--- src/sv/cclx_pkg.sv ---
package cclx_pkg;

  localparam int unsigned CharW = 21;
  localparam int unsigned CtxW  = 8;

  typedef logic [CharW-1:0] char_t;
  typedef logic [CtxW-1:0]  ctx_t;

  // context bits
  localparam ctx_t CTX_BLOCK  = 8'h01;
  localparam ctx_t CTX_LINE   = 8'h02;
  localparam ctx_t CTX_DQ     = 8'h04;
  localparam ctx_t CTX_SQ     = 8'h08;
  localparam ctx_t CTX_ESC    = 8'h10;
  localparam ctx_t CTX_WORD   = 8'h20;
  localparam ctx_t CTX_NL     = 8'h40;
  localparam ctx_t CTX_INDENT = 8'h80;
  localparam ctx_t CTX_CORE   = 8'h1F;
  localparam ctx_t CTX_NONE   = 8'h00;

  // colour classes
  localparam logic [1:0] COLOR_PLAIN = 2'd0;
  localparam logic [1:0] COLOR_STR   = 2'd1;
  localparam logic [1:0] COLOR_BLOCK = 2'd2;
  localparam logic [1:0] COLOR_LINE  = 2'd3;

  localparam logic [1:0] SPAN_NONE = 2'd0;
  localparam logic [1:0] SPAN_ONE  = 2'd1;
  localparam logic [1:0] SPAN_TWO  = 2'd2;

  // characters
  localparam char_t CH_NUL    = 21'h00;
  localparam char_t CH_TAB    = 21'h09;
  localparam char_t CH_LF     = 21'h0A;
  localparam char_t CH_SPACE  = 21'h20;
  localparam char_t CH_DQUOTE = 21'h22;
  localparam char_t CH_SQUOTE = 21'h27;
  localparam char_t CH_STAR   = 21'h2A;
  localparam char_t CH_SLASH  = 21'h2F;
  localparam char_t CH_ZERO   = 21'h30;
  localparam char_t CH_NINE   = 21'h39;
  localparam char_t CH_UP_A   = 21'h41;
  localparam char_t CH_UP_Z   = 21'h5A;
  localparam char_t CH_BSLASH = 21'h5C;
  localparam char_t CH_UNDER  = 21'h5F;
  localparam char_t CH_LO_A   = 21'h61;
  localparam char_t CH_LO_Z   = 21'h7A;

  typedef struct packed {
    logic [1:0] color_class;
    logic [1:0] span_length;
    logic       keyword_probe;
    ctx_t       context_out;
  } lex_res_t;

endpackage

--- src/sv/cclx_if.sv ---
interface cclx_in_if;
  logic            valid;
  logic            ready;
  cclx_pkg::char_t cur_char;
  cclx_pkg::char_t next_char;

  modport source (output valid, output cur_char, output next_char, input ready);
  modport sink   (input valid, input cur_char, input next_char, output ready);
endinterface

interface cclx_out_if;
  logic           valid;
  logic           ready;
  logic [1:0]     color_class;
  logic [1:0]     span_length;
  logic           keyword_probe;
  cclx_pkg::ctx_t context_out;

  modport source (output valid, output color_class, output span_length,
                  output keyword_probe, output context_out, input ready);
  modport sink   (input valid, input color_class, input span_length,
                  input keyword_probe, input context_out, output ready);
endinterface

--- src/sv/cclx_step.sv ---
module cclx_step (
  input  cclx_pkg::ctx_t   ctx_i,
  input  cclx_pkg::char_t  cur_char_i,
  input  cclx_pkg::char_t  next_char_i,
  output cclx_pkg::lex_res_t res_o
);
  import cclx_pkg::*;

  ctx_t       core;
  ctx_t       after;
  ctx_t       both;
  logic [1:0] len;
  logic       is_word;
  logic       c_nl;

  assign core = ctx_i & CTX_CORE;
  assign c_nl = (cur_char_i == CH_LF);
  assign is_word = ((cur_char_i >= CH_LO_A) && (cur_char_i <= CH_LO_Z)) ||
                   ((cur_char_i >= CH_UP_A) && (cur_char_i <= CH_UP_Z)) ||
                   ((cur_char_i >= CH_ZERO) && (cur_char_i <= CH_NINE)) ||
                   (cur_char_i == CH_UNDER);

  always_comb begin
    ctx_t nxt;
    nxt = ctx_i;
    len = SPAN_ONE;
    if ((core & CTX_ESC) != CTX_NONE) begin
      nxt = ctx_i & ~CTX_ESC;
    end else if (cur_char_i == CH_SLASH && next_char_i == CH_STAR && core == CTX_NONE) begin
      len = SPAN_TWO;
      nxt = CTX_BLOCK;
    end else if (cur_char_i == CH_STAR && next_char_i == CH_SLASH && core == CTX_BLOCK) begin
      len = SPAN_TWO;
      nxt = CTX_NONE;
    end else if (cur_char_i == CH_SLASH && next_char_i == CH_SLASH && core == CTX_NONE) begin
      len = SPAN_TWO;
      nxt = CTX_LINE;
    end else if (c_nl && core == CTX_LINE) begin
      nxt = CTX_NONE;
    end else if (cur_char_i == CH_BSLASH && (core == CTX_DQ || core == CTX_SQ)) begin
      nxt = ctx_i | CTX_ESC;
    end else if (cur_char_i == CH_DQUOTE && core == CTX_NONE) begin
      nxt = CTX_DQ;
    end else if ((cur_char_i == CH_DQUOTE || c_nl) && core == CTX_DQ) begin
      nxt = CTX_NONE;
    end else if (cur_char_i == CH_SQUOTE && core == CTX_NONE) begin
      nxt = CTX_SQ;
    end else if ((cur_char_i == CH_SQUOTE || c_nl) && core == CTX_SQ) begin
      nxt = CTX_NONE;
    end else if (cur_char_i != CH_TAB && cur_char_i != CH_SPACE && core == CTX_NONE) begin
      nxt = CTX_NONE;
    end else if (ctx_i == CTX_NL) begin
      nxt = CTX_INDENT;
    end else if (cur_char_i == CH_NUL || c_nl) begin
      nxt = CTX_NL;
    end
    if (is_word) begin
      nxt = nxt | CTX_WORD;
    end
    after = nxt;
  end

  assign both = ctx_i | after;

  always_comb begin
    res_o.context_out   = after;
    res_o.keyword_probe = 1'b0;
    res_o.span_length   = len;
    res_o.color_class   = COLOR_PLAIN;
    if ((both & (CTX_DQ | CTX_SQ)) != CTX_NONE) begin
      res_o.color_class = COLOR_STR;
    end else if ((both & CTX_BLOCK) != CTX_NONE) begin
      res_o.color_class = COLOR_BLOCK;
    end else if ((both & CTX_LINE) != CTX_NONE) begin
      res_o.color_class = COLOR_LINE;
    end else if ((after & CTX_INDENT) != CTX_NONE) begin
      res_o.span_length = SPAN_NONE;
    end else begin
      res_o.span_length   = SPAN_NONE;
      res_o.keyword_probe = ((ctx_i & CTX_WORD) == CTX_NONE);
    end
  end

endmodule

--- src/sv/c_comment_string_lexer.sv ---
// c comment and string lexer for syntax colouring
//
// in_i carries one code point per beat (cur_char) with the following code
// point as lookahead (next_char). out_o returns one beat per input beat:
// colour class, span length, keyword probe and the new lexical context.
//
// path: a beat taken is registered in the input register, runs through the
// lexer step and is registered in the result register that drives out_o.
// throughput: one beat per cycle while out_o is not stalled; the limit is
// the eight-bit context register update, which feeds the next beat's step.
//
// reset clears the context to plain code and empties both registers.
// when the receiver stalls, the result beat is held and one more input
// beat waits in the input register; in_i.ready falls only once both are
// full, and rises again in the cycle the result beat is taken.
module c_comment_string_lexer (
  input  logic              clk_i,
  input  logic              rst_ni,
  cclx_in_if.sink           in_i,
  cclx_out_if.source        out_o
);
  import cclx_pkg::*;

  logic     in_valid_q;
  char_t    cur_q;
  char_t    next_q;
  ctx_t     ctx_q;
  logic     out_valid_q;
  lex_res_t res_q;
  lex_res_t res_d;
  logic     out_free;
  logic     step_fire;
  logic     in_fire;

  assign out_free  = !out_valid_q || out_o.ready;
  assign step_fire = in_valid_q && out_free;
  assign in_i.ready = !in_valid_q || out_free;
  assign in_fire   = in_i.valid && in_i.ready;

  cclx_step u_step (
    .ctx_i       (ctx_q),
    .cur_char_i  (cur_q),
    .next_char_i (next_q),
    .res_o       (res_d)
  );

  always_ff @(posedge clk_i or negedge rst_ni) begin
    if (!rst_ni) begin
      in_valid_q  <= 1'b0;
      out_valid_q <= 1'b0;
      ctx_q       <= CTX_NONE;
    end else begin
      if (in_fire) begin
        in_valid_q <= 1'b1;
      end else if (step_fire) begin
        in_valid_q <= 1'b0;
      end
      if (step_fire) begin
        out_valid_q <= 1'b1;
        ctx_q       <= res_d.context_out;
      end else if (out_o.ready) begin
        out_valid_q <= 1'b0;
      end
    end
  end

  // payload, no reset
  always_ff @(posedge clk_i) begin
    if (in_fire) begin
      cur_q  <= in_i.cur_char;
      next_q <= in_i.next_char;
    end
    if (step_fire) begin
      res_q <= res_d;
    end
  end

  assign out_o.valid         = out_valid_q;
  assign out_o.color_class   = res_q.color_class;
  assign out_o.span_length   = res_q.span_length;
  assign out_o.keyword_probe = res_q.keyword_probe;
  assign out_o.context_out   = res_q.context_out;

`ifndef SYNTH
  a_ctx_hold: assert property (@(posedge clk_i) disable iff (!rst_ni)
    !step_fire |=> $stable(ctx_q))
    else $error("context changed without a step");

  a_ctx_match: assert property (@(posedge clk_i) disable iff (!rst_ni)
    step_fire |=> (out_valid_q && (res_q.context_out == ctx_q)))
    else $error("result context differs from stored context");

  a_probe_plain: assert property (@(posedge clk_i) disable iff (!rst_ni)
    (out_valid_q && res_q.keyword_probe) |->
      (res_q.color_class == COLOR_PLAIN && res_q.span_length == SPAN_NONE))
    else $error("keyword probe outside plain text");

  a_span_colour: assert property (@(posedge clk_i) disable iff (!rst_ni)
    (out_valid_q && res_q.span_length != SPAN_NONE) |->
      (res_q.color_class != COLOR_PLAIN))
    else $error("span on plain text");

  a_no_loss: assert property (@(posedge clk_i) disable iff (!rst_ni)
    (in_valid_q && !out_free) |=> in_valid_q)
    else $error("pending input beat dropped");
`endif

endmodule
--- src/flat_wrapper.sv ---
// flat-port wrapper written by rule: the top's interface ports become plain ports
module c_comment_string_lexer_flat import cclx_pkg::*;
  (clk_i, rst_ni, in_i_valid, in_i_cur_char, in_i_next_char, in_i_ready, out_o_valid, out_o_color_class, out_o_span_length, out_o_keyword_probe, out_o_context_out, out_o_ready);
  cclx_in_if in_i_i ();
  cclx_out_if out_o_i ();
  input  logic clk_i;
  input  logic rst_ni;
  input wire logic [$bits(in_i_i.valid)-1:0] in_i_valid;
  input wire logic [$bits(in_i_i.cur_char)-1:0] in_i_cur_char;
  input wire logic [$bits(in_i_i.next_char)-1:0] in_i_next_char;
  output wire logic [$bits(in_i_i.ready)-1:0] in_i_ready;
  output wire logic [$bits(out_o_i.valid)-1:0] out_o_valid;
  output wire logic [$bits(out_o_i.color_class)-1:0] out_o_color_class;
  output wire logic [$bits(out_o_i.span_length)-1:0] out_o_span_length;
  output wire logic [$bits(out_o_i.keyword_probe)-1:0] out_o_keyword_probe;
  output wire logic [$bits(out_o_i.context_out)-1:0] out_o_context_out;
  input wire logic [$bits(out_o_i.ready)-1:0] out_o_ready;
  assign in_i_i.valid = in_i_valid;
  assign in_i_i.cur_char = in_i_cur_char;
  assign in_i_i.next_char = in_i_next_char;
  assign in_i_ready = in_i_i.ready;
  assign out_o_valid = out_o_i.valid;
  assign out_o_color_class = out_o_i.color_class;
  assign out_o_span_length = out_o_i.span_length;
  assign out_o_keyword_probe = out_o_i.keyword_probe;
  assign out_o_context_out = out_o_i.context_out;
  assign out_o_i.ready = out_o_ready;
  c_comment_string_lexer u_core (.clk_i(clk_i), .rst_ni(rst_ni), .in_i(in_i_i), .out_o(out_o_i));
endmodule
--- config.mk ---
export PLATFORM = sky130hd
export DESIGN_NAME = c_comment_string_lexer_flat
export DESIGN_NICKNAME = d
export VERILOG_FILES = /design/src/sv/cclx_pkg.sv /design/src/sv/cclx_if.sv /design/src/sv/cclx_step.sv /design/src/sv/c_comment_string_lexer.sv /design/src/flat_wrapper.sv
export SDC_FILE = /design/constraint.sdc
export NUM_CORES = 1
export LEC_CHECK = 0
export ABC_AREA = 0
export BUFFER_PORTS_ARGS = -buffer_cell sky130_fd_sc_hd__buf_2
export CAP_MARGIN = 25
export CORE_MARGIN = 3
export CORE_UTILIZATION = 49
export CTS_CLUSTER_SIZE = 20
export DETAILED_ROUTE_END_ITERATION = 7
export GPL_TIMING_DRIVEN = 0
export MAX_ROUTING_LAYER = met4
export PLACE_DENSITY_LB_ADDON = 0.2
export RECOVER_POWER = 100
export SYNTH_ARGS = -nofsm -noshare
export SYNTH_HDL_FRONTEND = slang
export SYNTH_SLANG_ARGS = --single-unit
--- constraint.sdc ---
create_clock -name clk_i -period 2.34 [get_ports clk_i]
set_input_delay 0.468 -clock clk_i [delete_from_list [all_inputs] [get_ports clk_i]]
set_output_delay 0.468 -clock clk_i [all_outputs]
set_load 0.005 [all_outputs]
After elaboration in Yosys (flattened, before gate mapping) --
Index checks and enable logic that the tools add are counted.
Word-level totals: flip-flop bits (word level) 65, input bits 46, logic and storage cells 97
Operators by class: $lt $le $gt $ge 6, equality and inequality tests 16, mux-type cells 28, bitwise logic cells 1, reduce and logical (&&, ||, !) cells 37
Operators with widths (number):
- $eq 21x6->1 const B | 6
- $mux 8 | 13
- $eq 21x7->1 const B | 2
- $ge 21x7->1 const B | 2
- $le 21x7->1 const B | 2
- $eq 21x4->1 const B | 1
- $ge 21x6->1 const B | 1
- $le 21x6->1 const B | 1
- $logic_not 21->1 | 1
- $ne 21x4->1 const B | 1
- $ne 21x6->1 const B | 1
- $logic_and 1x1->1 | 19
- $logic_not 8->1 | 2
- $mux 2 | 6
- $logic_or 1x1->1 | 9
- $mux 3 | 3
- $eq 8x7->1 const B | 1
- $reduce_bool 8->1 | 1
- $mux 6 | 1
- $eq 5x1->1 const B | 1
- $eq 5x2->1 const B | 1
- $eq 5x3->1 const B | 1
- $eq 5x4->1 const B | 1
- $mux 1 | 5
- 4 further kinds | 6

Logic depth before layout (Yosys ltp) --
depth after elaboration 20, gate-level depth with buffers 8

Cells and area by module --
From an unflattened synthesis, not the netlist that was laid out.
Unflattened totals: cell total of the unflattened synthesis 211, area, all modules 2912.8 µm²
By module, submodules not included:
- c_comment_string_lexer | times used 1, cells each 80, area each 2078.2 µm², seq. area each 1901.8 µm²
- cclx_step | times used 1, cells each 131, area each 834.6 µm², seq. area each 0.0 µm²

Worst setup path after synthesis --
Ideal clock, no wire load.
kind reg2reg, start point register u_core.cur_q[0], end point register u_core.res_q (netlist bit u_core.out_o.keyword_probe), data pin, arrival 2.027 ns, setup slack 0.056 ns, stages on the path, launching flop included 8, path buffers 1, path through edfxtp_1 > buf_4 > or3b_2 > a2111o_1 > o21a_1 > a21boi_2 > a21oi_2 > o2111a_1
On the way: word-level cells in the longest chain between the ends 19, elaborated cells between the ends (all ways) 43, those cells by class 8 x eq/ne; 14 x mux; 1 x bitwise; 20 x reduce/logical
Ends and longest elaborated chain:
- start, declared | line c_comment_string_lexer.sv:25 | char_t cur_q;
- start signal, assigned | line c_comment_string_lexer.sv:70 | cur_q <= in_i.cur_char;
- $eq 21x4->1 or $logic_not 21->1 (tied branches) | line cclx_step.sv:17, cclx_step.sv:54
- $logic_or 1x1->1 | line cclx_step.sv:54 | end else if (cur_char_i == CH_NUL || c_nl) begin
- $mux 8 | line cclx_step.sv:54
- $mux 8 | line cclx_step.sv:52 | end else if (ctx_i == CTX_NL) begin
- $mux 8 | line cclx_step.sv:50 | end else if (cur_char_i != CH_TAB && cur_char_i != CH_SPACE && core == CTX_NONE) begin
- $mux 8 | line cclx_step.sv:48 | end else if ((cur_char_i == CH_SQUOTE || c_nl) && core == CTX_SQ) begin
- $mux 8 | line cclx_step.sv:46 | end else if (cur_char_i == CH_SQUOTE && core == CTX_NONE) begin
- $mux 8 | line cclx_step.sv:44 | end else if ((cur_char_i == CH_DQUOTE || c_nl) && core == CTX_DQ) begin
- [3 not listed]
- $mux 8 | line cclx_step.sv:35 | end else if (cur_char_i == CH_SLASH && next_char_i == CH_SLASH && core == CTX_NONE) begin
- $mux 8 | line cclx_step.sv:32 | end else if (cur_char_i == CH_STAR && next_char_i == CH_SLASH && core == CTX_BLOCK) begin
- $mux 8 (*) | line cclx_step.sv:29 | end else if (cur_char_i == CH_SLASH && next_char_i == CH_STAR && core == CTX_NONE) begin
- $mux 8 (*) | line cclx_step.sv:27 | if ((core & CTX_ESC) != CTX_NONE) begin
- $mux 6 | line cclx_step.sv:57 | if (is_word) begin
- $or 4x4->4 | line cclx_step.sv:63 | assign both = ctx_i | after;
- $reduce_bool 8->1 | line cclx_step.sv:70 | if ((both & (CTX_DQ | CTX_SQ)) != CTX_NONE) begin
- $reduce_or 4->1 (no line) (*)
- end signal, assigned | line c_comment_string_lexer.sv:74 | res_q <= res_d;
- end, declared | line c_comment_string_lexer.sv:29 | lex_res_t res_q;
Mark *: on every way between the ends. The rest lies on a longest branch, timed or not. A chain may end at the register's enable or synchronous reset.

Final worst setup path --
start point register u_core.cur_q[10], end point register u_core.res_q (netlist bit u_core.out_o.keyword_probe), data pin
The elaborated chain is that of the path after synthesis.

==> out/metrics.cfg <==
[clocking]
clkTransAtPathRegs_ps=70
cts_tree=done
cts.path.max_buffers=2
htreeDepth=3
cts_sinks=65
clk_latency_ps=330
cts_made_buffers=9
root_buffer=clkbuf_8

[critical_path]
crit_type=flip-flop to flip-flop
cp_max_fo=3
critical_path.endpoint_type=flip-flop
crit_path_start_kind=flip-flop
crit_arrival_ps=2440
cp.required_ps=2420

[final_layout]
nets=363
syn2layout_area_growth_pct=25.3
n_antenna_cell=0
final_cells=394
final_layout_size_suffix_gt1_frac=0.373

[sta]
slew_headroom=0.326
finalCriticalPeriod_ps=2350
finalClockSkew_ps=7.95
setup_viol=1
whs_ps=305
fmaxAchievable_ghz=0.425
slew_viol_final=0
rsz0062_at_grt=true
setup_slack_ps=-10.8
finalCritPeriodShare=1.00
worst_pin_slew_ps=1010
finalHoldViolations=0

[die]
initial_core_util=0.528
pin_count=61
die_h_um=84.4
core_area_um2=5710
die_width_um=84.4
dieArea_um2=7120
rows=27

[run_status]
run_status=finished with violations
violations=setup timing

[place]
dp_hpwl_mm=4.24
dp_cells=363
io_buffers=60
gp_congestion=0.902

[power]
p_clk_frac=0.349
power.switching_w=0.000511
p_comb_frac=0.075
power_frac_seq=0.576
p_sw_frac=0.217
internal_power_w=0.00184
ir_drop_mv=0.541
pwr_density_cell_nw_per_um2=624
power_leakage_nw=1.43
p_total_w=0.00236

[yosys]
yosysUniqueCellTypes=62
ys_ff_latch=65
synth_fp_nets=276
synthFlopType=edfxtp_1
syn_area_um2=3010
ys_async_sr_fraction=0.154
ys_warn_count=0
synth_cells=230
synth-edff-count=55
postSynthAreaPerCell_um2=13.1
ys_seq_area_frac=0.631

[routing]
dr.pass1.iters=4
wl_mm=6.23
drtIter0Drc=188
drc=0
avgRoutedWirePerCell_um=15.8
ant_nets=0
via_count=2208
avgViaCountPerCell=5.60

[worst_hold_path]
hold_class=primary input to flip-flop

[grt]
antenna_found_initial=0
grt_max_degree=43
grt_pass1_vias=2249
globalRouteOverflowTotal=0
grt_pass1_wl_mm=10.4
grt_usage=0.191

[flow_run]
drv_cap=0

==> routing by layer <==
| metal | track usage | vias to the layer above | wire, um |
|---|---|---|---|
| met2 | 0.313 | 65 | 3190 |
| met5 | - | - | 0 |
| met1 | 0.227 | 1059 | 2650 |
| met4 | 0.0734 | 0 | 98 |
| li1 | - | 1073 | - |
| met3 | 0.0500 | 11 | 297 |
==> logic make-up after synthesis <==
logic type                Yosys count  synth area share
xor gates and xnor gates            5            0.0145
AOI/OAI and AO/OA                  41            0.0956
buffers and inverters              13            0.0258
DFF                                65             0.631
muxes                               2           0.00706
and+or+nand+nor                   104             0.226
==> state kept, by name, summed over array words and instances, names as in the netlist <==
signal                      count
u_core.cur_q                   21
u_core.next_q                  21
u_core.ctx_q                    8
u_core.out_o.context_out        8
u_core.out_o.color_class        2
u_core.out_o.span_length        2
u_core.in_valid_q               1
u_core.out_o.keyword_probe      1
u_core.out_o.valid              1
==> stage by stage <==
stage	cell area, um2	worst slack [ps]	util	TNS (ps)
4_1_cts	3740	5.34	0.655	0
3_3_place_gp	3400	-212	0.596	-8270
6_report	3770	-10.8	0.661	-10.8
2_1_floorplan	3010	56.3	-	0
3_5_place_dp	3420	-221	0.600	-1600
5_1_grt	3770	-113	0.661	-404
==> final timing paths <==
kind	from	to	slack, ps	cells after the start
worst max-delay path	u_core.cur_q[10]	u_core.out_o.keyword_probe	-10	6
worst min-delay path	in_i_cur_char[10]	u_core.cur_q[10]	300	1
worst max register to register	u_core.cur_q[10]	u_core.out_o.keyword_probe	-10	6
worst min register to register	u_core.in_valid_q	u_core.out_o.valid	510	1
max in group asynchronous	rst_ni	u_core.ctx_q[1]	1230	2
min in group asynchronous	rst_ni	u_core.ctx_q[0]	660	2
==> cell usage after synthesis (2+ instances only) <==
cell type  count  area [um2]
nor3_1         6        30.0
dfrtp_1       10         250
o21ai_0       11        55.1
or3_1          5        31.3
a21oi_1        6        30.0
nand3_1        3        15.0
nor4_4         2        42.5
nor4_1         9        56.3
nand3b_1       4        30.0
xor2_1         3        26.3
nor2_1        16        60.1
nor4b_1        4        35.0
edfxtp_1      55        1650
or3b_2         2        17.5
a22oi_1        2        15.0
o31ai_1        2        15.0
or4_1          2        15.0
nand2_1       17        63.8
xnor2_1        2        17.5
buf_4          2        15.0
and4b_1        2        20.0
or2_2          2        12.5
a21oi_2        2        17.5
buf_2          2        10.0
nand2b_1       5        31.3
o211ai_1       3        22.5
nand4_1        7        43.8
and2_1         4        25.0
or4_4          2        22.5
buf_6          2        22.5
inv_1          5        18.8
==> worst max-delay path, cell delays in order, from the launching register on <==
cell	delay, ps
edfxtp_1	400
or4_4	570
a2111o_1	380
o21a_1	230
a21boi_4	170
a21oi_2	90
o2111a_1	260
==> placed cells by master (no fill, tap or decap), types with 4 or more instances in the layout <==
master / count
nand3b_1: 4
clkbuf_1: 11
nor4_2: 4
nand2_1: 17
nand4_1: 8
nand2b_1: 5
o21ai_0: 10
dfrtp_1: 8
buf_2: 54
nor3_1: 6
buf_4: 16
edfxtp_1: 55
inv_1: 5
a21oi_1: 6
clkbuf_8: 11
or3_1: 4
nor2_1: 16
nor4_1: 5
==> power groups by stage <==
| stage | Sequential [W] | Clock, W | Combinational (W) |
|---|---|---|---|
| final | 0.00136 | 0.000823 | 0.000176 |
| after CTS | 0.00135 | 0.000848 | 0.000181 |
| after floorplan | 0.00137 | 0 | 0.0000855 |
| after global placement | 0.00138 | 0 | 0.000156 |
| after global routing | 0.00136 | 0.000903 | 0.000196 |
| after detailed placement | 0.00138 | 0 | 0.000168 |
==> cell type report <==
class,instances,area [um2]
clock inverters,1,3.75
repair buffers,77,420
inverters,5,18.8
well taps,72,90.1
clock buffers,15,166
plain buffers,7,57.6
multi-input cells,152,1110
fillers,459,1930
flip-flops and latches,65,1900
==> what timing repair did <==
item                       CTS  global route
pin swaps                    9             1
hold buffers                 1             0
gates resized for setup      9            11
setup buffers               13             2
setup endpoints to repair   14            14
hold endpoints to repair    10             0
Note: power is estimated with default switching activity, not from simulation.
